## config.mk

```make
export PLATFORM = sky130hd
export DESIGN_NAME = tbp_div
export DESIGN_NICKNAME = d
export VERILOG_FILES = /design/src/hdl/tbp_div.sv
export SDC_FILE = /design/constraint.sdc
export NUM_CORES = 1
export LEC_CHECK = 0
export ABC_CLOCK_PERIOD_IN_PS = 9350
export BUFFER_PORTS_ARGS = -buffer_cell sky130_fd_sc_hd__buf_2
export CORE_ASPECT_RATIO = 1.75
export CORE_MARGIN = 5
export CORE_UTILIZATION = 45
export CTS_CLUSTER_SIZE = 10
export DETAILED_ROUTE_END_ITERATION = 16
export PLACE_DENSITY = 0.69
export SYNTH_ARGS = -nofsm -noshare
export SYNTH_HDL_FRONTEND = slang
export SYNTH_SLANG_ARGS = --single-unit
```

## constraint.sdc

```tcl
create_clock -name i_clk -period 9.35 [get_ports i_clk]
set_input_delay 1.4025 -clock i_clk [delete_from_list [all_inputs] [get_ports i_clk]]
set_output_delay 1.4025 -clock i_clk [all_outputs]
set_load 0.005 [all_outputs]
```

## src/hdl/tbp_div.sv

```systemverilog
module tbp_div #(
    parameter int IW        = 48,
    parameter int SW        = 1,
    parameter int DIV_SHIFT = 6,
    parameter int DIV_ODD   = 15625
) (
    input  logic                                          i_clk,
    input  logic                                          i_rst_n,
    input  logic                                          i_valid,
    input  logic [IW-1:0]                                 i_x,
    input  logic [SW-1:0]                                 i_side,
    output logic                                          o_valid,
    output logic [IW-DIV_SHIFT-$clog2(DIV_ODD+1):0]       o_q,
    output logic [$clog2(DIV_ODD+1)+DIV_SHIFT-1:0]        o_r,
    output logic [SW-1:0]                                 o_side
);

    localparam int K  = IW - DIV_SHIFT;
    localparam int OW = $clog2(DIV_ODD + 1);
    localparam int QW = K - OW + 1;
    localparam int RW = OW + 1;
    localparam int KL = K / 2;
    localparam int KH = K - KL;
    localparam longint unsigned RECIP = (64'd1 << K) / DIV_ODD;

    // stage a: split reciprocal product
    logic                 r_a_vld;
    logic [KH+QW-1:0]     r_a_hi;
    logic [KL+QW-1:0]     r_a_lo;
    logic [K-1:0]         r_a_x;
    logic [DIV_SHIFT-1:0] r_a_low;
    logic [SW-1:0]        r_a_side;
    // stage b: quotient estimate
    logic                 r_b_vld;
    logic [QW-1:0]        r_b_q;
    logic [K-1:0]         r_b_x;
    logic [DIV_SHIFT-1:0] r_b_low;
    logic [SW-1:0]        r_b_side;
    // stage c: remainder estimate
    logic                 r_c_vld;
    logic [QW-1:0]        r_c_q;
    logic [RW-1:0]        r_c_rem;
    logic [DIV_SHIFT-1:0] r_c_low;
    logic [SW-1:0]        r_c_side;
    // stage d: corrected
    logic                 r_d_vld;
    logic [QW-1:0]        r_d_q;
    logic [OW-1:0]        r_d_rem;
    logic [DIV_SHIFT-1:0] r_d_low;
    logic [SW-1:0]        r_d_side;

    logic [K-1:0]    xs;
    logic [K+QW-1:0] n_b_sum;
    logic            n_d_fix;

    assign xs      = i_x[IW-1:DIV_SHIFT];
    assign n_b_sum = {r_a_hi, {KL{1'b0}}} + (K+QW)'(r_a_lo);
    assign n_d_fix = r_c_rem >= RW'(DIV_ODD);

    always_ff @(posedge i_clk) begin
        if (!i_rst_n) begin
            r_a_vld <= 1'b0;
            r_b_vld <= 1'b0;
            r_c_vld <= 1'b0;
            r_d_vld <= 1'b0;
        end else begin
            r_a_vld <= i_valid;
            r_b_vld <= r_a_vld;
            r_c_vld <= r_b_vld;
            r_d_vld <= r_c_vld;
        end
    end

    always_ff @(posedge i_clk) begin
        r_a_hi   <= (KH+QW)'(xs[K-1:KL]) * (KH+QW)'(RECIP);
        r_a_lo   <= (KL+QW)'(xs[KL-1:0]) * (KL+QW)'(RECIP);
        r_a_x    <= xs;
        r_a_low  <= i_x[DIV_SHIFT-1:0];
        r_a_side <= i_side;

        r_b_q    <= n_b_sum[K+QW-1:K];
        r_b_x    <= r_a_x;
        r_b_low  <= r_a_low;
        r_b_side <= r_a_side;

        // estimate is low by at most one, so only the low bits matter
        r_c_rem  <= r_b_x[RW-1:0] - RW'(r_b_q * RW'(DIV_ODD));
        r_c_q    <= r_b_q;
        r_c_low  <= r_b_low;
        r_c_side <= r_b_side;

        r_d_q    <= n_d_fix ? r_c_q + QW'(1) : r_c_q;
        r_d_rem  <= n_d_fix ? OW'(r_c_rem - RW'(DIV_ODD)) : OW'(r_c_rem);
        r_d_low  <= r_c_low;
        r_d_side <= r_c_side;
    end

    assign o_valid = r_d_vld;
    assign o_q     = r_d_q;
    assign o_r     = {r_d_rem, r_d_low};
    assign o_side  = r_d_side;

endmodule

```

# [Yosys cells after proc, flatten, opt, wreduce, memory -nomap -nowiden]
# Index checks and enable logic that the tools add are counted.
[totals] ff_bits=268 input_bits=52 out_inout_bits=51 wordCells=31
[classes] n_addsub=4 n_mul=3 magnitude_cmp=1 n_mux=2
[op_table] operator="$mul A21 B24 Y45 const B" n=2
[op_table] operator="$add A71 B50 Y71" n=1
[op_table] operator="$add A29 B1 Y29 const B" n=1
[op_table] operator="$mul A29 B14 Y15 const B" n=1
[op_table] operator="$mux W29" n=1
[op_table] operator="$ge A15 B14 Y1 const B" n=1
[op_table] operator="$sub A15 B15 Y15" n=1
[op_table] operator="$mux W14" n=1
[op_table] operator="$sub A14 B14 Y14 const B" n=1

# [Longest topological paths before layout]
# Gate-level depths: netlist of the first run.
[depth] ltp_word=2 mapped_depth=26

# [Worst setup path before layout of the first run]
# No wires, ideal clock.
[synth_path] path_type="input to register" startpoint="input i_x[30]" endpoint="register r_a_hi[33]" setup_time_ns=0.106 t_arrival_ns=7.333 t_required_ns=9.244 setup_slack_ns=1.911 cell_stages=23 cell_sequence="fa_1 inv_1 fa_1 inv_1 fa_1 fa_1 inv_1 fa_1 inv_1 fa_1 inv_1 fa_1 inv_1 ha_1 a21oi_1 o21ai_0 a311oi_2 o21ai_1 o21a_1 o21a_1 o21ai_1 or4b_1 o311ai_0"
[synth_via] elab_chain_len=1
[synth_rtl] element="start: declaration" line="10" text="input logic [IW-1:0] i_x,"
[synth_rtl] element="$mul A21 B24 Y45" line="75" text="r_a_hi <= (KH+QW)'(xs[K-1:KL]) * (KH+QW)'(RECIP);"
[synth_rtl] element="end signal: assignment" line="75"
[synth_rtl] element="end: declaration" line="28" text="logic [KH+QW-1:0] r_a_hi;"
# Every way passes these cells.
# A chain may end at the register's enable or synchronous reset.

# [Worst setup path after layout of the first run]
[layout_path] startpoint="input i_x[30]" endpoint="register r_a_hi[49]"
# The elaborated chain is that of the path after synthesis.

==> summary.txt, run 1 <==
Detailed routing
  – WL/cell: ~18 um
  – Residual DRC: 0
  – Vias: 16600
  – DRT iter0 DRCs: 480
  – Final wirelength: about 59000 um
  – DR vias/cell: 5.13
  – Number of antenna-violating nets in the routed design: 0
  – 1st-pass router iterations: 5

CTS
  – Reg clk slew, reported paths: about 60 ps
  – CTS root buf: clkbuf_16
  – CTS Buf Count: 29
  – # clock sinks: 247
  – CTS resizes: 0
  – Skew-Pair Late Insertion Delay: 550 ps
  – CTS Buffer Depth: 3
  – CTS Hold Buffers Added: 0
  – # Post-CTS Setup Buffers: 0
  – CTS tree: yes
  – CTS H-Tree Depth: 1

Global route
  – Number of global-route vias before repair: approximately 19000
  – Antenna violations before repair: 1
  – GRT Resource Usage Total: 20.1%
  – Largest net degree at the start of global routing: 22
  – First-pass GRT wire length: 97400 um
  – Total global routing overflow: 0

STA
  – Min cycle time layout: roughly 7800 ps
  – Fmax achieved: approximately 130 MHz
  – Hold Vio Cnt, Final: 0
  – Period utilization: around 83%
  – RSZ-0062 raised after global routing: no
  – Rel. slew slack: approximately a fifth
  – Worst Tran Pin Value: 1210 ps
  – Skew final: 15.2 ps
  – Max-slew violations: 0
  – Setup TNS: 0 ps
  – Setup Viol. Count Final: 0

Synthesis
  – Post-synth top cells: 566 x inv_1, 510 x ha_1, 358 x fa_1, 247 x dfxtp_1, 116 x xnor2_1
  – Complex-gate fraction of the synthesized area: 6.98%
  – Yosys cell types: 70
  – Ys flop type: dfxtp_1
  – Most common cell in the netlist: inv_1
  – Syn avg cell area: 10.5 um^2
  – Synth top area cells: fa_1 28%, ha_1 25%, dfxtp_1 20%
  – Yosys reg bits: around 250
  – Yosys warning count: 0
  – Adder-Cell Fraction of Synth Area: between 50% and 60%
  – Synthesized net count: between 3000 and 4000
  – Post-Syn Area: about 0.025 mm^2
  – Main combinational cell family by area after synthesis: adder cells
  – Post-synth EDFFs: 0
  – Mux contribution to synthesized area: less than 1%
  – Simple-gate portion of the synthesized area: roughly 5.8%
  – Syn Inst Count: between 2000 and 2500
  – Synth area leader: fa_1
  – Asr flop ratio synth: 0%
  – Register area share after synthesis: 19.5%
  – Share of the synthesized area in the top cell type: between 20 and 30%
  – Synth Area in XOR/XNOR: 5.64%

Setup path
  – Startpoint Class: primary input
  – Worst setup path class: primary input to flip-flop
  – CP required: 9780 ps
  – Worst Path Arrival: 8200 ps
  – FF-to-FF setup slack: ~4300 ps
  – Worst Path Max Fanout: 6
  – Crit end category: flip-flop

Job
  – Max Cap Viol: 0

Cells and area
  – Register Area: around 0.005 mm^2
  – Util after Layout: 49.1%
  – Area delta synth->final: 8.45%
  – # diodes: 0
  – Fill cells: 5079
  – Nets@finish: 3448
  – Share of cells above drive strength 1: under 10%
  – Multi-input gate area: roughly 0.018 mm^2

Place
  – Hpwl dp: 53000 um
  – # port buffers: a little over 100
  – GP Congestion: ~0.96

Status
  – Status: completed

Floorplan
  – Die Width: between 150 and 200 um
  – Die area: around 0.061 mm^2
  – Row count: approximately 120
  – CORE AREA: roughly 0.056 mm^2
  – Die height: roughly 320 um
  – Top Ports: 103
  – Initial Util: between 40% and 50%

Hold path
  – Type of the most critical hold path: flip-flop to flip-flop
final cells by class:
cell class,count,share of cell area [%]
clock buffers,33,2.73
clock inverters,3,0.118
inverters,566,7.73
multi-input cells,1581,66.3
flip-flops and latches,247,18.0
well taps,702,3.20
repair buffers,103,1.89
sequential cells by signal, summed over array words and instances, names as in the netlist, 15 cells and up:
register  flops
r_c_q        29
o_q          29
r_a_lo       24
r_b_q        29
r_c_rem      15
r_b_x        15
r_a_hi       45
r_a_x        15
critical path: stages:
cell and delay, ps:
buf_2 150, fa_1 650, inv_1 90, fa_1 510
inv_1 60, fa_1 510, fa_1 560, inv_1 60
fa_1 480, inv_1 60, fa_1 530, inv_1 60
fa_1 530, inv_1 50, ha_1 380, nand3_1 190
nor3_1 170, a21oi_1 150, nor4_1 420, o21ai_1 200
a21oi_1 370, a221o_1 300, nor4b_1 70, a211o_1 260
placed cells by master (no fill, tap or decap), types with 2 or more instances in the layout:
| master | count |
|---|---|
| nor4b_1 | 2 |
| and4_1 | 10 |
| nand3_1 | 36 |
| fa_1 | 358 |
| clkbuf_16 | 29 |
| clkbuf_1 | 3 |
| a221o_1 | 2 |
| buf_2 | 102 |
| o211ai_1 | 4 |
| nand2_1 | 58 |
| nor2_1 | 54 |
| a21oi_1 | 83 |
| dfxtp_1 | 247 |
| o21ai_1 | 8 |
| ha_1 | 510 |
| a31oi_1 | 12 |
| a211o_1 | 2 |
| a211oi_1 | 10 |
| nand4_1 | 22 |
| and3_1 | 22 |
| nand2b_1 | 10 |
| nand3b_1 | 5 |
| a21boi_0 | 5 |
| xnor2_1 | 116 |
| and2_1 | 11 |
| or2_2 | 9 |
| nor3_1 | 14 |
| o21ai_0 | 48 |
| a2111oi_0 | 3 |
| o21bai_1 | 13 |
| o31ai_1 | 3 |
| a221oi_2 | 2 |
| a21o_1 | 41 |
| o21a_1 | 10 |
| xor2_1 | 47 |
| inv_1 | 566 |
| nor4_1 | 3 |
| nor2b_1 | 15 |
| o31a_1 | 2 |
metal layers:
| layer | track usage, % | part of all wire (%) |
|---|---|---|
| met3 | 2.06 | 3.1 |
| met4 | 10.4 | 6.4 |
| met1 | 19.9 | 34 |
| met2 | 40.7 | 56 |
| met5 | 0 | 0.034 |
metrics by stage:
stage                     instance area [um^2]  hold WS [ps]  std cells  setup slack (ps)
final                                    27500           318       3235              1580
after global routing                     27500           328       3235              1180
after CTS                                27500           314       3235              1620
after detailed placement                 26700           312       3199              1060
after global placement                   26700           310       3199              1140
after floorplan                          25300           310       2404              1910
final timing paths:
kind                                    end  startpoint  depth (start not counted)
worst max-delay path             r_a_hi[49]     i_x[30]                         24
worst min register to register    r_c_q[27]   r_b_q[27]                          0
worst min-delay path              r_c_q[27]   r_b_q[27]                          0
worst max register to register  r_c_rem[13]    r_b_q[0]                         17
cells by family (layout without fill, tap and decap cells):
logic type      after synthesis  in the layout
flops                       247            247
simple gates                280            280
fa+ha+maj                   868            868
compound gates              268            268
buf+inv                     576            705
mux                           2              2
xor+xnor                    163            163
Power of run 1 is not shown: default switching activity piles up to over one toggle a cycle in this logic, so the estimate is an artifact.
==> inputs of run 2 (changes only) <==
- ABC_AREA: default -> 1
- ABC_CLOCK_PERIOD_IN_PS: 9350 -> 6700
- PLACE_DENSITY: 0.69 -> 0.71
- clock period: 9.35 -> 6.7 ns (I/O delays scaled with it)
==> run 2 against run 1 <==
Final area up 17%. Hold slack better by 1.2 ps. First-iteration DRC count up 90%. Global-route usage up 3.9 points. Sequential cell count unchanged. Critical path depth unchanged.
==> summary.txt, run 2 <==
Synthesis
  – Share of the synthesized area in the top cell type: approximately 24%
  – Most common cell in the netlist: inv_1
  – Syn avg cell area: approximately 8.0 um^2
  – Yosys cell types: 39
  – Synthesized net count: approximately 4600
  – Synth area leader: fa_1
  – Post-Syn Area: roughly 0.030 mm^2
  – Syn Inst Count: roughly 3700
  – Post-synth EDFFs: 0
  – Post-synth top cells: 844 x inv_1, 832 x nand2_1, 510 x ha_1, 358 x fa_1, 271 x nor2_1
  – Asr flop ratio synth: 0%
  – Register area share after synthesis: between 15 and 20%
  – Yosys reg bits: roughly 250
  – Synth top area cells: fa_1 24%, ha_1 22%, dfxtp_1 17%
  – Ys flop type: dfxtp_1
  – Yosys warning count: 0

Detailed routing
  – Number of antenna-violating nets in the routed design: 0
  – 1st-pass router iterations: 5
  – Vias: around 24000
  – Residual DRC: 0
  – DRT iter0 DRCs: 910
  – Final wirelength: around 85000 um
  – WL/cell: 18.2 um
  – DR vias/cell: roughly 5.0

Setup path
  – Startpoint Class: primary input
  – Crit end category: flip-flop
  – Crit path from: i_x[9]
  – Worst setup path class: primary input to flip-flop
  – Worst Path Max Fanout: 4
  – CP required: 7140 ps
  – RR Endpoint: r_c_rem[14]
  – Worst Path Arrival: ~6600 ps
  – RR Startpoint: r_b_q[1]
  – FF-to-FF setup slack: 1990 ps
  – R2r worst-path depth: 15

Hold path
  – Min-delay src: r_c_low[4]
  – Type of the most critical hold path: flip-flop to flip-flop
  – WHS Endpoint: r_d_low[4]
  – WHS Path Cells: 0

Global route
  – Number of global-route vias before repair: 25500
  – Largest net degree at the start of global routing: between 50 and 60
  – First-pass GRT wire length: between 100000 and 150000 um
  – Antenna violations before repair: 1
  – Total global routing overflow: 0
  – GRT Resource Usage Total: around a quarter

Place
  – DP Cell Count: 4626
  – Placed cell area: between 0.03 and 0.04 mm^2
  – Hpwl dp: ~76000 um
  – GP Congestion: about 1.0
  – # port buffers: between 100 and 150

CTS
  – CTS Buf Count: 30
  – CTS tree: yes
  – Reg clk slew, reported paths: roughly 50 ps
  – # clock sinks: ~250
  – CTS Hold Buffers Added: 0
  – CTS root buf: clkbuf_16
  – CTS H-Tree Depth: 1
  – CTS resizes: 0
  – # Post-CTS Setup Buffers: 0
  – Skew-Pair Late Insertion Delay: around 560 ps
  – CTS Buffer Depth: 3

Cells and area
  – Top reg by flops: r_a_hi
  – Post-route cell area: around 0.032 mm^2
  – Fin cells: around 4700
  – Nets@finish: approximately 4800
  – Fill cells: ~6400
  – Share of cells above drive strength 1: under 10%
  – Register Area: between 0.004 and 0.005 mm^2
  – Multi-input gate area: around 0.021 mm^2
  – Most common cell after layout, fill and taps aside: inv_1
  – Util after Layout: ~50%
  – Area delta synth->final: 8.83%
  – Most frequent cells in the layout: 844 x inv_1, 832 x nand2_1, 510 x ha_1
  – Max FFs per register: between 40 and 50

STA
  – Max-slew violations: 0
  – Rel. slew slack: 37.3%
  – Setup Viol. Count Final: 0
  – RSZ-0062 raised after global routing: no
  – Fmax achieved: 163 MHz
  – Min cycle time layout: between 6000 and 7000 ps
  – Hold Vio Cnt, Final: 0
  – Worst Tran Pin Value: roughly 940 ps
  – Skew final: between 10 and 15 ps
  – Setup TNS: 0 ps
  – Period utilization: between 90 and 100%

Floorplan
  – Die Width: roughly 200 um
  – Row count: 124
  – Initial Util: approximately 45%
  – Die area: about 0.071 mm^2
  – CORE AREA: around 0.065 mm^2
  – Top Ports: a little over 100
  – Die height: between 300 and 400 um

Status
  – Status: completed

Job
  – Max Cap Viol: 0
[run 2: worst max path at each step]
| stage | to | slack (ps) |
|---|---|---|
| after floorplan | r_a_hi[45] | 570 |
| after global placement | r_a_lo[37] | 110 |
| after detailed placement | r_a_lo[37] | 20 |
| after CTS | r_a_lo[37] | 630 |
| after global routing | r_a_lo[37] | 340 |
| final | r_a_lo[37] | 580 |
[run 2: kinds of logic (layout without fill, tap and decap cells)]
| kind of cell | after synthesis | count (layout) | share of synthesized area [%] |
|---|---|---|---|
| flip-flops | 247 | 247 | 16.7 |
| AND/OR/NAND/NOR | 1335 | 1335 | 18.4 |
| AO/OA/AOI/OAI | 286 | 286 | 5.14 |
| adder cells (fa/ha/maj) | 868 | 868 | 45.9 |
| buffers and inverters | 853 | 1012 | 10.9 |
| other | 0 | 2 | 0 |
| XOR/XNOR | 99 | 99 | 2.93 |
[run 2: area by class of cell]
type / instances / area share, %
diodes: 2 / 0.0156
clock buffers: 36 / 2.53
repair buffers: 126 / 2.15
well taps: 819 / 3.19
clock inverters: 4 / 0.374
inverters: 846 / 9.88
flip-flops and latches: 247 / 15.4
multi-input cells: 2588 / 66.5
[run 2: layer usage]
layer  vias to the layer above  track usage, %  wire length (um)
li1                      11700               -                 -
met1                     11000            23.4             29000
met2                       598            46.8             45400
met3                       307            1.77              2650
met4                         0            17.5              7850
met5                         -               0                 0
[run 2: stage by stage]
step           setup slack, ps  hold WS, ps
2_1_floorplan              570          310
3_5_place_dp              21.0          312
3_3_place_gp               108          310
5_1_grt                    340          325
4_1_cts                    631          320
6_report                   582          319
[run 2: worst max-delay path: stages]
cell,delay [ps]
buf_2,80
inv_1,60
fa_1,690
inv_1,140
fa_1,570
fa_1,460
fa_1,510
inv_1,50
fa_1,540
inv_1,50
fa_1,470
inv_1,50
fa_1,470
inv_1,40
ha_1,330
nand2_1,110
nor2_1,200
nand2_1,90
nor2_1,190
nand2_1,80
nand2_1,140
nand2_1,90
nand3_1,80
nand2_1,50
Power of run 2 is left out for the same reason.
==> inputs of run 3 (changes only) <==
- GPL_TIMING_DRIVEN: default -> 0
==> run 3 against run 2 <==
Non-clock buffer count fell by 17. Final cell count down 0.51%. Clock-buffer cell count decreased by 6. Global-route usage down 1.2 points. Largest cell class unchanged.
==> summary.txt, run 3 (synthesis gave the netlist of run 2 again) <==
CTS
  – Skew-Pair Late Insertion Delay: around 540 ps
  – CTS H-Tree Depth: 1
  – CTS tree: yes
  – # clock sinks: between 200 and 250
  – CTS Hold Buffers Added: 0
  – Reg clk slew, reported paths: around 50 ps
  – CTS Buf Count: 29
  – CTS resizes: 0
  – # Post-CTS Setup Buffers: 0
  – CTS root buf: clkbuf_16
  – CTS Buffer Depth: 3

Cells and area
  – Share of cells above drive strength 1: about 4.4%
  – Most common cell after layout, fill and taps aside: inv_1
  – Nets@finish: ~4700
  – Top reg by flops: r_a_hi
  – Max FFs per register: between 40 and 50
  – Area delta synth->final: 7.96%
  – Most frequent cells in the layout: 844 x inv_1, 832 x nand2_1, 510 x ha_1

Place
  – # port buffers: roughly 100
  – GP Congestion: around 1
  – Hpwl dp: 72500 um

STA
  – RSZ-0062 raised after global routing: no
  – Skew final: approximately 7.5 ps
  – Max-slew violations: 0
  – Worst Tran Pin Value: 581 ps
  – Setup TNS: 0 ps
  – Fmax achieved: roughly 160 MHz
  – Period utilization: 95.7%
  – Rel. slew slack: 60.9%
  – Min cycle time layout: 6410 ps
  – Setup Viol. Count Final: 0
  – Hold Vio Cnt, Final: 0

Floorplan
  – Row count: 124
  – Die Width: between 200 and 250 um
  – Top Ports: around 100
  – Die area: between 0.07 and 0.08 mm^2
  – CORE AREA: approximately 0.065 mm^2
  – Initial Util: 45.3%
  – Die height: approximately 350 um

Setup path
  – Crit end category: flip-flop
  – Cell Chain, Critical Path: buf_2 > fa_1 > inv_1 > fa_1 > inv_1 > fa_1 > fa_1 > inv_1 > fa_1 > inv_1 > fa_1 > inv_1 > fa_1 > inv_1 > ha_1 > nand2_1 > nor2_1 > inv_1 > o21ai_1 > nand2_1 > nand2_1 > nand2_1 > nand4_1 > nand2_1
  – Worst setup path class: primary input to flip-flop
  – FF-to-FF setup slack: roughly 2000 ps
  – Worst Path Arrival: approximately 6800 ps
  – CP required: about 7100 ps
  – Worst Path Max Fanout: 6
  – Slowest stage delay, CP: 670 ps
  – Delay-heaviest family, CP: adder cells
  – CP max-delay cell: fa_1
  – CP Buf/Inv Count: 8
  – Startpoint Class: primary input

Hold path
  – Type of the most critical hold path: flip-flop to flip-flop

Detailed routing
  – 1st-pass router iterations: 5
  – Residual DRC: 0
  – Number of antenna-violating nets in the routed design: 0
  – DR vias/cell: between 5 and 6
  – Final wirelength: 80500 um
  – WL/cell: 17.3 um
  – DRT iter0 DRCs: 936
  – Vias: approximately 23000

Global route
  – Antenna violations before repair: 0
  – Total global routing overflow: 0
  – First-pass GRT wire length: 128000 um
  – Largest net degree at the start of global routing: 15
  – Number of global-route vias before repair: approximately 25000
  – GRT Resource Usage Total: 22.9%

Job
  – Max Cap Viol: 0

Status
  – Status: completed
## run 3: cell count changes in the layout (fill, tap and decap cells not counted), moves of 2 or more
cell and change:
buf_2 +3, buf_4 -22, bufinv_16 -2, clkbuf_16 -2, clkbuf_1 -2
## run 3: per-layer routing
layer / part of all wire, % / up-vias / wire length [um] / global-route usage, %
li1: - / 11600 / - / -
met1: 34 / 10800 / 27600 / 22.4
met2: 55 / 606 / 44000 / 45.4
met3: 3.1 / 292 / 2490 / 1.64
met4: 7.9 / 0 / 6340 / 14.6
met5: 0 / - / 0 / 0
## run 3: stage by stage
step	std cells	hold slack, ps	utilization, %	area [um^2]	setup WS [ps]
after floorplan	3688	310	-	29500	570
after global placement	4609	310	47.7	31100	-241
after detailed placement	4609	312	47.7	31100	-209
after CTS	4643	323	48.9	31900	361
after global routing	4643	326	48.9	31900	61.2
final	4644	322	48.9	31900	287
## run 3: final cells by class
class	instances	area [um^2]
fillers	6459	33300
multi-input cells	2588	21400
flip-flops and latches	247	4940
inverters	846	3180
well taps	819	1020
clock buffers	30	739
repair buffers	102	510
clock inverters	4	73.8
plain buffers	7	45.0
diodes	1	2.50
## run 3: final timing paths
kind / startpoint / endpoint / cells after the start
hold reg to reg: r_b_low[0] / r_c_low[0] / 0
hold / removal: r_b_low[0] / r_c_low[0] / 0
setup reg to reg: r_b_q[1] / r_c_rem[14] / 15
setup / recovery: i_x[30] / r_a_hi[45] / 24
Power of run 3 is left out for the same reason.
