<file path="config.mk">
export PLATFORM = sky130hd
export DESIGN_NAME = tbp_ofifo
export DESIGN_NICKNAME = d
export VERILOG_FILES = /design/src/hdl/tbp_ofifo.sv
export SDC_FILE = /design/constraint.sdc
export NUM_CORES = 1
export LEC_CHECK = 0
export BUFFER_PORTS_ARGS = -buffer_cell sky130_fd_sc_hd__buf_2
export CAP_MARGIN = 10
export CORE_ASPECT_RATIO = 0.5
export CORE_MARGIN = 10
export CORE_UTILIZATION = 35
export DETAILED_ROUTE_END_ITERATION = 10
export GPL_ROUTABILITY_DRIVEN = 0
export HOLD_SLACK_MARGIN = 0.03
export PLACE_DENSITY_LB_ADDON = 0.15
export SLEW_MARGIN = 20
export SYNTH_ARGS = -nofsm -noshare
export SYNTH_HDL_FRONTEND = slang
export SYNTH_SLANG_ARGS = --single-unit
</file>
<file path="constraint.sdc">
create_clock -name i_clk -period 3.6 [get_ports i_clk]
set_input_delay 0.72 -clock i_clk [delete_from_list [all_inputs] [get_ports i_clk]]
set_output_delay 0.72 -clock i_clk [all_outputs]
set_load 0.01 [all_outputs]
</file>
<file path="src/hdl/tbp_ofifo.sv">
module tbp_ofifo #(
    parameter int DEPTH = 32,
    parameter int W     = 33
) (
    input  logic         i_clk,
    input  logic         i_rst_n,
    input  logic         i_wr,
    input  logic [W-1:0] i_wdata,
    output logic         o_valid,
    input  logic         i_ready,
    output logic [W-1:0] o_rdata
);

    localparam int AW = $clog2(DEPTH);
    localparam int CW = $clog2(DEPTH + 1);

    logic [W-1:0]  r_mem [DEPTH];
    logic [AW-1:0] r_wr_ptr;
    logic [AW-1:0] r_rd_ptr;
    logic [CW-1:0] r_cnt;
    logic          rd;

    assign o_valid = r_cnt != '0;
    assign o_rdata = r_mem[r_rd_ptr];
    assign rd      = o_valid & i_ready;

    always_ff @(posedge i_clk) begin
        if (!i_rst_n) begin
            r_wr_ptr <= '0;
            r_rd_ptr <= '0;
            r_cnt    <= '0;
        end else begin
            if (i_wr) begin
                r_wr_ptr <= (r_wr_ptr == AW'(DEPTH - 1)) ? '0 : r_wr_ptr + AW'(1);
            end
            if (rd) begin
                r_rd_ptr <= (r_rd_ptr == AW'(DEPTH - 1)) ? '0 : r_rd_ptr + AW'(1);
            end
            case ({i_wr, rd})
                2'b10:   r_cnt <= r_cnt + CW'(1);
                2'b01:   r_cnt <= r_cnt - CW'(1);
                default: r_cnt <= r_cnt;
            endcase
        end
    end

    always_ff @(posedge i_clk) begin
        if (i_wr) begin
            r_mem[r_wr_ptr] <= i_wdata;
        end
    end

endmodule

</file>
# After elaboration in Yosys (flattened, before gate mapping)
# Memory sizes are Yosys's and may differ from the RTL's. A register that Yosys moved wholly into a read port is not among the register bits.
# Cells that the tools add are included.
dict set report totals {
  register_bits 16
  ramBits 1056
  inputBits 37
  output_inout_bits 34
  elab_cells 22
  n_memories 1
}
dict set report classes {
  addsub 4
  n_eq_ne 4
  n_mux 7
  bitwise_logic 1
  n_reduce_logical 2
}
# memory depth word_bits rd rd_ports_with_merged_regs write_ports line_no
set mem_list {}
lappend mem_list {r_mem 32 33 1 1 1 17} ;# logic [W-1:0] r_mem [DEPTH];
# operator count
set op_table {}
lappend op_table {{2-to-1 mux 5 bit} 4}
lappend op_table {{one-hot mux 6 bit (2 select lines)} 1}
lappend op_table {{adder 5 x 1 -> 5 bit (second input constant)} 2}
lappend op_table {{equality test 5 bit (second input constant)} 2}
lappend op_table {{adder 6 x 1 -> 6 bit (second input constant)} 1}
lappend op_table {{nonzero test 6 bit} 1}
lappend op_table {{subtractor 6 x 1 -> 6 bit (second input constant)} 1}
lappend op_table {{equality test 2 x 1 -> 1 bit (second input constant)} 1}
lappend op_table {{equality test 2 bit (second input constant)} 1}
lappend op_table {{2-to-1 mux 1 bit} 2}
lappend op_table {{nonzero test 2 bit} 1}
lappend op_table {{bitwise AND 1 bit} 1}

# Longest topological paths before layout
# Gate-level depths: netlist of run 1.
dict set report logic_depth {
  word_depth 4
  mapped_depth 12
  ltp_nobuf 10
}

# Worst setup path after synthesis of run 1
# Ideal clock, no wire load.
dict set report synth_path {
  path_kind {input-to-reg}
  from {in i_wr}
  to {mem r_mem[30][0] (enable)}
  setup_time_ns 0.423
  t_arrival_ns 2.646
  required_time_ns 3.177
  setup_slack_ns 0.531
  stages 3
  path_buffers 1
  cell_sequence {clkbuf_1 -> nand2_1 -> nor2_1}
}
dict set report synth_between {
  elab_chain_cells 2
}
# item line_no
set synth_lines {}
lappend synth_lines {{start, declared} 7} ;# input logic i_wr,
lappend synth_lines {{2-to-1 mux 1 bit} 48} ;# if (i_wr) begin
lappend synth_lines {{2-to-1 mux 1 bit (implied by the code)} 49} ;# r_mem[r_wr_ptr] <= i_wdata;
lappend synth_lines {{end, declared} 17}
# No other way between the ends.

==> results of run 1 <==
==> flip-flops by register name, indices dropped and copies added, names as in the netlist, named ones only <==
register	cells
r_mem	1056
r_cnt	6
r_rd_ptr	5
r_wr_ptr	5
==> worst max-delay path by stage <==
stage	slack, ns	cells past startpoint	startpoint	to
2_1_floorplan	0.53	3	i_wr	r_mem[30][0]
3_3_place_gp	0.35	6	register	o_rdata[8]
3_5_place_dp	0.34	6	register	o_rdata[8]
4_1_cts	-0.21	6	register	o_rdata[2]
5_1_grt	-0.24	7	register	o_rdata[5]
6_report	-0.15	6	register	o_rdata[2]
==> power by group through the flow <==
stage / clock (mW) / sequential, mW / combinational (mW)
after floorplan: 0 / 14.2 / 3.38
after global placement: 0 / 14.3 / 5.07
after detailed placement: 0 / 14.3 / 5.08
after CTS: 11.0 / 14.0 / 6.48
after global routing: 11.4 / 14.0 / 6.91
final: 10.7 / 14.0 / 6.49
==> final cells by class <==
cell class	instances	area [um2]
multi-input combinational	910	9339
clock buffer	129	2746
timing repair buffer	232	2860
antenna	1	2.502
inverter	6	22.52
tap	1592	1992
fill	10330	68330
sequential	1077	32140
clock inverter	55	496.7
==> cells in the mapped netlist (6+ instances only) <==
cell type / number
sky130_fd_sc_hd__buf_2: 13
sky130_fd_sc_hd__dfxtp_1: 21
sky130_fd_sc_hd__o22ai_1: 66
sky130_fd_sc_hd__nor2_1: 45
sky130_fd_sc_hd__nand3_1: 6
sky130_fd_sc_hd__a22o_1: 66
sky130_fd_sc_hd__ha_1: 10
sky130_fd_sc_hd__clkbuf_1: 85
sky130_fd_sc_hd__mux2_1: 39
sky130_fd_sc_hd__buf_6: 9
sky130_fd_sc_hd__nand2_1: 13
sky130_fd_sc_hd__o21ai_0: 70
sky130_fd_sc_hd__or4_1: 34
sky130_fd_sc_hd__nor3_1: 69
sky130_fd_sc_hd__inv_1: 6
sky130_fd_sc_hd__nor2b_1: 71
sky130_fd_sc_hd__buf_1: 16
sky130_fd_sc_hd__edfxtp_1: 1056
sky130_fd_sc_hd__a21oi_1: 12
sky130_fd_sc_hd__a211oi_1: 66
sky130_fd_sc_hd__mux2_2: 159
sky130_fd_sc_hd__mux4_2: 132
==> per-layer routing <==
| layer | global-route usage (%) | up-vias | part of all wire (%) |
|---|---|---|---|
| met5 | 0 | - | 0 |
| met4 | 3.314 | 0 | 1.8 |
| met3 | 2.912 | 136 | 5.5 |
| met2 | 25.68 | 545 | 45 |
| met1 | 25.34 | 11500 | 48 |
| li1 | - | 9171 | - |
==> worst reg2reg max path: cells and delay by family (launching register included) <==
kind | cells | cell delay [ns]
and+or+nand+nor | 2 | 0.81
AOI/OAI and AO/OA | 3 | 0.62
adders and majority gates | 2 | 0.60
DFF | 1 | 0.38
xor gates and xnor gates | 1 | 0.20
muxes | 1 | 0.19
buffers and inverters | 1 | 0.10
==> kinds of logic after synthesis <==
| family | Yosys count | share of synthesized area, % |
|---|---|---|
| flip-flops | 1077 | 77.22 |
| multiplexers | 334 | 12.60 |
| AO/OA/AOI/OAI | 296 | 4.826 |
| AND/OR/NAND/NOR | 267 | 3.608 |
| buffers and inverters | 130 | 1.383 |
| adder cells (fa/ha/maj) | 10 | 0.3007 |
| XOR/XNOR | 3 | 0.06316 |
==> repair_timing <==
| item | in CTS | in global routing |
|---|---|---|
| hold buffers | 0 | 0 |
| resized for setup | 87 | 16 |
| gates cloned | 15 | 3 |
| pin swaps | 15 | 15 |
| setup endpoints to repair | 33 | 33 |
| setup buffers | 32 | 5 |
==> qor.csv, run 1 <==
metric,value,unit
detailedRoute.firstPassIterationCount,5,
syn_avg_cell_area,19.66,um2
drc,0,
hold-path-cell-count,3,
antenna_found_initial,1,
worst-endpoint-required,2.88,ns
p_sw_share,25.26,%
io_pins,71,
synth-seq-area-share,77.22,%
power.share.clock,34.4,%
vias_per_cell,5.336,
worstRegToRegCells,10,
min_delay_src,i_rst_n,
max_freq,266.6,MHz
grt_first_pass_wirelength,163700,um
insertion_delay,0.69,ns
cellLeakagePower,15.40,nW
tightest_slew,0.8722,ns
layout-area-overhead-vs-synth,19.20,%
route.final.wire_length,116000,um
cell_by_cell_trace_of_the_critical_path,buf_8 > buf_16 > mux4_2 > a22o_1 > or4_1 > buf_2,
worst-path-max-fanout,7,
cts-buffers-inserted,102,
irDropWorstVdd,0.3482,mV
critical-path-max-stage-delay,0.57,ns
post_detail_place_hpwl,59770,um
critical_path_buf_inv_count,3,
hold_ws,0.3383,ns
die_w,507.6,um
r2r_startpoint,r_cnt[3],
instances_no_fill,4002,
placement.io_buffers,70,
netSwitchingPower,7.872,mW
internal-power,23.29,mW
clock_tree_root_driver_cell,sky130_fd_sc_hd__clkbuf_16,
layout_commonest_cell,sky130_fd_sc_hd__edfxtp_1,
layout-drive-gt1-share,30.59,%
post-place-ws,0.3373,ns
numClockSinks,1077,
violations_in_the_final_reports,setup timing,
final.period_utilization,104.2,%
yosys_warnings,0,
worst_path_clk_slew,0.07,ns
r2r_end,r_cnt[4],
critPathArrivalTime,3.03,ns
grt-ovfl-total,0,
dpl-instance-area,45090,um2
combinationalPowerShare,20.8,%
synth_seq_cells,1077,
fin_total_pwr,31.16,mW
synth_top_area_share,76.21,%
setup-tns-final,-2.480,ns
cell_family_contributing_the_most_delay_on_the_critical_path,simple AND/OR/NAND/NOR gates,
initialDrtViolationCount,2195,
hold_viol,0,
asyncSetResetFlopFracSynth,0,%
route.vias.total,21350,
cts_max_path_buffers,3,
worst-r2r-setup-slack,0.62,ns
cts_htree_levels,3,
final_core_utilization,42.06,%
worst_path_max_delay_cell,sky130_fd_sc_hd__or4_1,
drv_cap,0,
core,117900,um2
gr-usage-all-layers,16.87,%
netlist_top_cells_area,"sky130_fd_sc_hd__edfxtp_1, sky130_fd_sc_hd__mux4_2, sky130_fd_sc_hd__mux2_2, sky130_fd_sc_hd__a22o_1, sky130_fd_sc_hd__a211oi_1",
route.antenna.remaining_nets,0,
wire_per_inst,29.00,um
cellPowerDensity,628.3,nW/um2
synth.lib_cells_used.distinct,45,
synthesis.area,41610,um2
syn_nets,2164,
worst_hold_path.endpoint,r_cnt[4],
outcome,"complete, but fails checks",
finalWorstSetupSlack,-0.1512,ns
synth_cells,2117,
final_area,49600,um2
final_period_minus_worst_setup_slack,3.751,ns
area_of_the_die,133900,um2
worstSetupEndpointType,output pin,
worst-setup-path-type,register to output pin,
hold_path.class,input port to register,
floorplan.initialDensity,35.28,%
die-height,263.8,um
post-place-cells,3763,
unrepaired_setup_endpoints_after_global_routing,true,
report.final.setup_viol,33,
synth-edff-count,1056,
grt_max_degree,41,
clock_skew,0.02313,ns
rows,89,
pwr-share-seq,44.8,%
final-max-slew-violation-count,0,
finish.net_count,2376,
synth-main-ff-cell,sky130_fd_sc_hd__edfxtp_1,
timing.max_slew.rel_slack,41.71,%
cts_tree,done,
grt_pass1_vias,21570,
layout.cells.most_common_list,"sky130_fd_sc_hd__edfxtp_1, sky130_fd_sc_hd__mux2_2, sky130_fd_sc_hd__mux4_2",
critPathLaunchType,register,
netlist.top_cell.by_area,sky130_fd_sc_hd__edfxtp_1,
(Power assumes the default switching activity.)
==> run 2, diff against run 1 <==
CTS_CLUSTER_SIZE = 24   (was unset)
SKIP_LAST_GASP = 1   (was unset)
clock period = 3.3 ns   (was 3.6 ns; I/O delays follow)
==> run 2 against run 1 <==
Effect of this change: the flow still finishes with violations (setup timing); die area unchanged; worst setup slack lost 0.24 ns; first-iteration DRC count decreased by 7.1%; sequential share of layout area decreased by 0.34 points; design area is 0.53% higher; cell count about the same; routed wire length shrank 1.9%; total power grew 9.5%; critical endpoint is now o_rdata[5].
==> qor.csv, run 2 (synthesis results as in run 1) <==
metric,value,unit,change
outcome,"complete, but fails checks",,
violations_in_the_final_reports,setup timing,,
fillCellCount,10250,,-0.74%
drc,0,,unchanged
area_of_the_die,133900,um2,unchanged
drv_cap,0,,unchanged
layout_commonest_cell,sky130_fd_sc_hd__edfxtp_1,,
layout-area-overhead-vs-synth,19.83,%,
tightest_slew,0.7670,ns,-0.1052 ns
core,117900,um2,unchanged
hold_ws,0.2630,ns,-0.07536 ns
timing.max_slew.rel_slack,48.81,%,+7.1 points
unrepaired_setup_endpoints_after_global_routing,true,,
numClockSinks,1077,,unchanged
final.period_utilization,111.8,%,
instances_no_fill,3999,,-0.075%
hold_viol,0,,unchanged
antenna_found_initial,6,,+5
finish.net_count,2370,,-0.25%
final_period_minus_worst_setup_slack,3.688,ns,
layout-drive-gt1-share,31.82,%,+1.2 points
route.final.wire_length,113900,um,-1.9%
vias_per_cell,5.356,,+0.39%
critPathArrivalTime,3.03,ns,about the same
die_w,507.6,um,unchanged
report.final.setup_viol,33,,unchanged
post_detail_place_hpwl,57780,um,-3.3%
finalWorstSetupSlack,-0.3885,ns,-0.2373 ns
io_pins,71,,unchanged
area_occupied_by_multi_input_gates,9577,um2,+2.5%
placement.io_buffers,70,,unchanged
top_regs,"r_mem (1056), r_cnt (6)",,
critPathLaunchType,register,,
final-max-slew-violation-count,0,,unchanged
internal-power,25.60,mW,+9.9%
netSwitchingPower,8.527,mW,+8.3%
layout.cells.most_common_list,"sky130_fd_sc_hd__edfxtp_1, sky130_fd_sc_hd__mux2_2, sky130_fd_sc_hd__mux4_2",,
cts_htree_levels,3,,unchanged
worst_path_clk_slew,0.07,ns,about the same
die-height,263.8,um,unchanged
wire_per_inst,28.47,um,-1.8%
hold_path.class,input port to register,,
irDropWorstVdd,0.4104,mV,+18%
clock_skew,0.01322,ns,-0.009915 ns
max_freq,271.1,MHz,
cts_tree,done,,
worstSetupEndpointType,output pin,,
post-place-cells,3772,,+0.24%
clock_tree_root_driver_cell,sky130_fd_sc_hd__clkbuf_16,,
floorplan.initialDensity,35.28,%,unchanged
cellLeakagePower,15.46,nW,+0.36%
cts_max_path_buffers,3,,unchanged
cts-buffers-inserted,101,,-0.98%
p_sw_share,24.99,%,-0.27 points
rows,89,,unchanged
gr-usage-all-layers,16.43,%,-0.44 points
biggest_register,r_mem,,
route.antenna.remaining_nets,0,,unchanged
insertion_delay,0.70,ns,about the same
grt_pass1_vias,21390,,-0.82%
worst-setup-path-type,register to output pin,,
worst-endpoint-required,2.64,ns,-0.24 ns
largest_register_ffs,1056,,unchanged
worst-path-max-fanout,7,,unchanged
grt-ovfl-total,0,,unchanged
grt_max_degree,72,,+76%
power.share.clock,34.8,%,+0.4 points
route.vias.total,21420,,+0.31%
pwr-share-seq,44.6,%,-0.2 points
initialDrtViolationCount,2040,,-7.1%
ctsHoldBuffers,0,,unchanged
detailedRoute.firstPassIterationCount,5,,unchanged
grt_first_pass_wirelength,160400,um,-2.0%
cellPowerDensity,684.3,nW/um2,+8.9%
area.sequential,32140,um2,unchanged
combinationalPowerShare,20.6,%,-0.2 points
## run 2: layout make-up
| cell class | instances | area share (%) |
|---|---|---|
| flip-flops and latches | 1077 | 64.46 |
| inverters | 6 | 0.04517 |
| clock buffers | 127 | 5.435 |
| well taps | 1592 | 3.995 |
| multi-input cells | 911 | 19.21 |
| repair buffers | 226 | 5.598 |
| clock inverters | 57 | 1.250 |
| diodes | 3 | 0.01506 |
## run 2: critical path, cell delays in order, from the launching register on
cell and delay (ns):
sky130_fd_sc_hd__dfxtp_4 0.37, sky130_fd_sc_hd__buf_12 0.17, sky130_fd_sc_hd__buf_12 0.12, sky130_fd_sc_hd__buf_16 0.13, sky130_fd_sc_hd__mux4_2 0.50, sky130_fd_sc_hd__a22o_1 0.27
sky130_fd_sc_hd__or4_1 0.54, sky130_fd_sc_hd__clkbuf_4 0.19
## run 2: stage by stage
| stage | worst slack [ns] | setup TNS [ns] | cell area, um2 | total power, mW | util (%) |
|---|---|---|---|---|---|
| 6_report | -0.3885 | -11.68 | 49860 | 34.12 | 42.28 |
| 4_1_cts | -0.4674 | -14.20 | 49450 | 33.99 | 41.93 |
| 5_1_grt | -0.4833 | -14.75 | 49860 | 35.45 | 42.28 |
| 3_3_place_gp | 0.2079 | 0 | 45240 | 21.13 | 38.37 |
| 3_5_place_dp | 0.1996 | 0 | 45240 | 21.16 | 38.37 |
| 2_1_floorplan | 0.2913 | 0 | 41610 | 19.15 | - |
## run 2: path summary, 6_finish.rpt
check | start | endpoint | slack (ns) | depth (start not counted)
max | register | o_rdata[5] | -0.39 | 7
min | i_rst_n | r_cnt[4] | 0.26 | 3
max reg2reg | r_cnt[3] | r_cnt[4] | 0.54 | 10
min reg2reg | r_rd_ptr[4] | register | 0.53 | 2
## run 2: power by group through the flow
| stage | sequential, mW | clock (mW) | combinational (mW) |
|---|---|---|---|
| finish | 15.2 | 11.9 | 7.02 |
| global placement | 15.5 | 0 | 5.60 |
| CTS | 15.2 | 12.2 | 6.62 |
| floorplan | 15.5 | 0 | 3.68 |
| global route | 15.2 | 12.7 | 7.48 |
| detailed placement | 15.5 | 0 | 5.62 |
## run 2: timing repair
item                                    in CTS  in global routing
resized for setup                           80                 52
pin swaps                                   16                 18
gates cloned                                 8                  6
hold endpoints to repair                     0                  0
endpoints found under the setup margin      33                 33
buffers inserted                            26                  2
## run 2: per-layer routing
| layer | global-route usage (%) | share of wire, % | vias up |
|---|---|---|---|
| met2 | 25.28 | 46 | 600 |
| met3 | 2.907 | 5.6 | 130 |
| met5 | 0 | 0.011 | - |
| met4 | 3.168 | 1.6 | 2 |
| li1 | - | - | 9155 |
| met1 | 24.44 | 47 | 11530 |
==> run 3, diff against run 2 <==
REMOVE_ABC_BUFFERS = 1   (was unset)
==> run 3 against run 2 <==
Effect of this change: the run still ends with setup timing left; global-route usage up 1.0 points; non-clock buffer count rose by 78; highest routed layer unchanged; critical path depth rose by 2; largest power group unchanged; clock skew up 0.022 ns; first-iteration DRC count rose by 0.83%; design area increased by 2.1%.
==> qor.csv, run 3 (synthesis results as in run 1) <==
metric,value,unit,change
final-max-slew-violation-count,0,,unchanged
vias_per_cell,5.366,,+0.19%
report.final.setup_viol,33,,unchanged
netSwitchingPower,8.926,mW,+4.7%
final_period_minus_worst_setup_slack,3.700,ns,+0.01121 ns
grt_pass1_vias,22180,,+3.7%
power.share.clock,34.0,%,-0.8 points
final_core_utilization,43.19,%,+0.90 points
finish.net_count,2448,,+3.3%
worst_path_clk_slew,0.07,ns,about the same
hold_viol,0,,unchanged
drc,0,,unchanged
layout.cells.most_common_list,"sky130_fd_sc_hd__edfxtp_1, sky130_fd_sc_hd__mux2_2, sky130_fd_sc_hd__mux4_2",,
biggest_register,r_mem,,
core,117900,um2,unchanged
initialDrtViolationCount,2057,,+0.83%
clock_tree_root_driver_cell,sky130_fd_sc_hd__clkbuf_16,,
pwr-share-seq,43.9,%,-0.7 points
top_regs,"r_mem (1056), r_cnt (6)",,
worst-endpoint-required,2.64,ns,about the same
fillCellCount,10220,,-0.30%
cellPowerDensity,681.5,nW/um2,-0.41%
cts_max_path_buffers,3,,unchanged
outcome,"complete, but fails checks",,
final.period_utilization,112.1,%,+0.34 points
drv_cap,0,,unchanged
worst-setup-path-type,register to output pin,,
violations_in_the_final_reports,setup timing,,
post-place-cells,3823,,+1.4%
die_w,507.6,um,unchanged
numClockSinks,1077,,unchanged
layout_commonest_cell,sky130_fd_sc_hd__edfxtp_1,,
route.final.wire_length,120700,um,+6.0%
ctsHoldBuffers,0,,unchanged
largest_register_ffs,1056,,unchanged
floorplan.initialDensity,35.28,%,unchanged
worstSetupEndpointType,output pin,,
rows,89,,unchanged
placement.io_buffers,70,,unchanged
layout-drive-gt1-share,33.99,%,+2.2 points
detailedRoute.firstPassIterationCount,5,,unchanged
irDropWorstVdd,0.4164,mV,+1.5%
wire_per_inst,29.61,um,+4.0%
combinationalPowerShare,22.2,%,+1.6 points
die-height,263.8,um,unchanged
post_detail_place_hpwl,62320,um,+7.8%
cellLeakagePower,15.99,nW,+3.4%
critPathArrivalTime,3.04,ns,about the same
finalWorstSetupSlack,-0.3997,ns,-0.01121 ns
internal-power,25.78,mW,+0.73%
clock_skew,0.03494,ns,+0.02172 ns
grt_first_pass_wirelength,168200,um,+4.9%
tightest_slew,0.9379,ns,+0.1709 ns
layout-area-overhead-vs-synth,22.40,%,
gr-usage-all-layers,17.44,%,+1.0 points
route.antenna.remaining_nets,0,,unchanged
insertion_delay,0.72,ns,+0.02 ns
area_of_the_die,133900,um2,unchanged
fin_total_pwr,34.71,mW,+1.7%
instances_no_fill,4077,,+2.0%
grt-ovfl-total,0,,unchanged
antenna_found_initial,5,,-1
worst-path-max-fanout,12,,+5
io_pins,71,,unchanged
critPathLaunchType,register,,
cts-buffers-inserted,102,,+0.99%
max_freq,270.3,MHz,-0.30%
timing.max_slew.rel_slack,37.48,%,-11 points
grt_max_degree,34,,-53%
unrepaired_setup_endpoints_after_global_routing,true,,
cts_htree_levels,3,,unchanged
cts_tree,done,,
hold_path.class,input port to register,,
p_sw_share,25.72,%,+0.73 points
route.vias.total,21880,,+2.1%
## run 3: cell count changes in the layout (fill, tap and decap cells not counted), moves of 5 or more
cell                       before  now
sky130_fd_sc_hd__o21ai_0       65   59
sky130_fd_sc_hd__o21ai_1        9   15
sky130_fd_sc_hd__buf_4         66  102
sky130_fd_sc_hd__buf_12        62   80
sky130_fd_sc_hd__clkinv_1      21   16
sky130_fd_sc_hd__or4_4         24   19
sky130_fd_sc_hd__buf_16         9   22
sky130_fd_sc_hd__or4_1         10   15
sky130_fd_sc_hd__clkinv_2      17   23
## run 3: final cells by class
type,instances,area [um2],share of cell area (%)
antenna,2,5.005,0.009827
sequential,1077,32140,63.10
timing repair buffer,304,3958,7.771
tap,1592,1992,3.911
clock buffer,124,2635,5.174
multi-input combinational,910,9503,18.66
inverter,6,22.52,0.04422
clock inverter,62,675.6,1.327
## run 3: power groups by stage
stage               Clock [mW]  Sequential [mW]  Combinational [mW]
floorplan                    0             16.0                3.09
finish                    11.8             15.2                7.70
global route              12.6             15.2                8.18
detailed placement           0             15.6                5.98
global placement             0             15.6                5.97
CTS                       12.1             15.2                7.22
## run 3: repair_timing
item | 4_1_cts | 5_1_grt
hold endpoints to repair | 0 | 0
buffers inserted | 27 | 14
resized for setup | 81 | 66
gates cloned | 16 | 11
pin swaps | 12 | 23
setup endpoints to repair | 33 | 33
## run 3: critical path, stage by stage (launching register included)
cell and delay, ns:
sky130_fd_sc_hd__dfxtp_4 0.37, sky130_fd_sc_hd__buf_12 0.15, sky130_fd_sc_hd__buf_12 0.14, sky130_fd_sc_hd__or2_4 0.33, sky130_fd_sc_hd__buf_12 0.19, sky130_fd_sc_hd__o22ai_1 0.20
sky130_fd_sc_hd__nor3_1 0.11, sky130_fd_sc_hd__buf_4 0.15, sky130_fd_sc_hd__or4_4 0.54, sky130_fd_sc_hd__buf_6 0.15
## run 3: worst paths after layout
path,cells after the start,from,slack [ns],end
setup / recovery,9,register,-0.40,o_rdata[4]
hold / removal,3,i_rst_n,0.26,r_cnt[4]
setup reg to reg,10,r_cnt[3],0.47,r_cnt[4]
hold reg to reg,2,r_rd_ptr[4],0.50,r_rd_ptr[4]
## run 3: routing by layer
layer	wire, um	GRT usage [%]	part of all wire (%)
met4	2070	3.368	1.7
met2	56770	27.94	47
met1	55060	24.87	46
met3	6800	3.304	5.6
met5	12	0	0.0099
## run 3: per-stage QoR
stage | hold slack [ns] | setup slack, ns | setup TNS, ns | instance area [um2]
after floorplan | 0.4547 | -8.822 | -291.12 | 41060
after global placement | 0.4806 | 0.1836 | 0 | 45850
after detailed placement | 0.4852 | 0.1741 | 0 | 45850
after CTS | 0.2062 | -0.4229 | -12.67 | 50290
after global routing | 0.2428 | -0.4863 | -14.21 | 50930
final | 0.2560 | -0.3997 | -10.86 | 50930
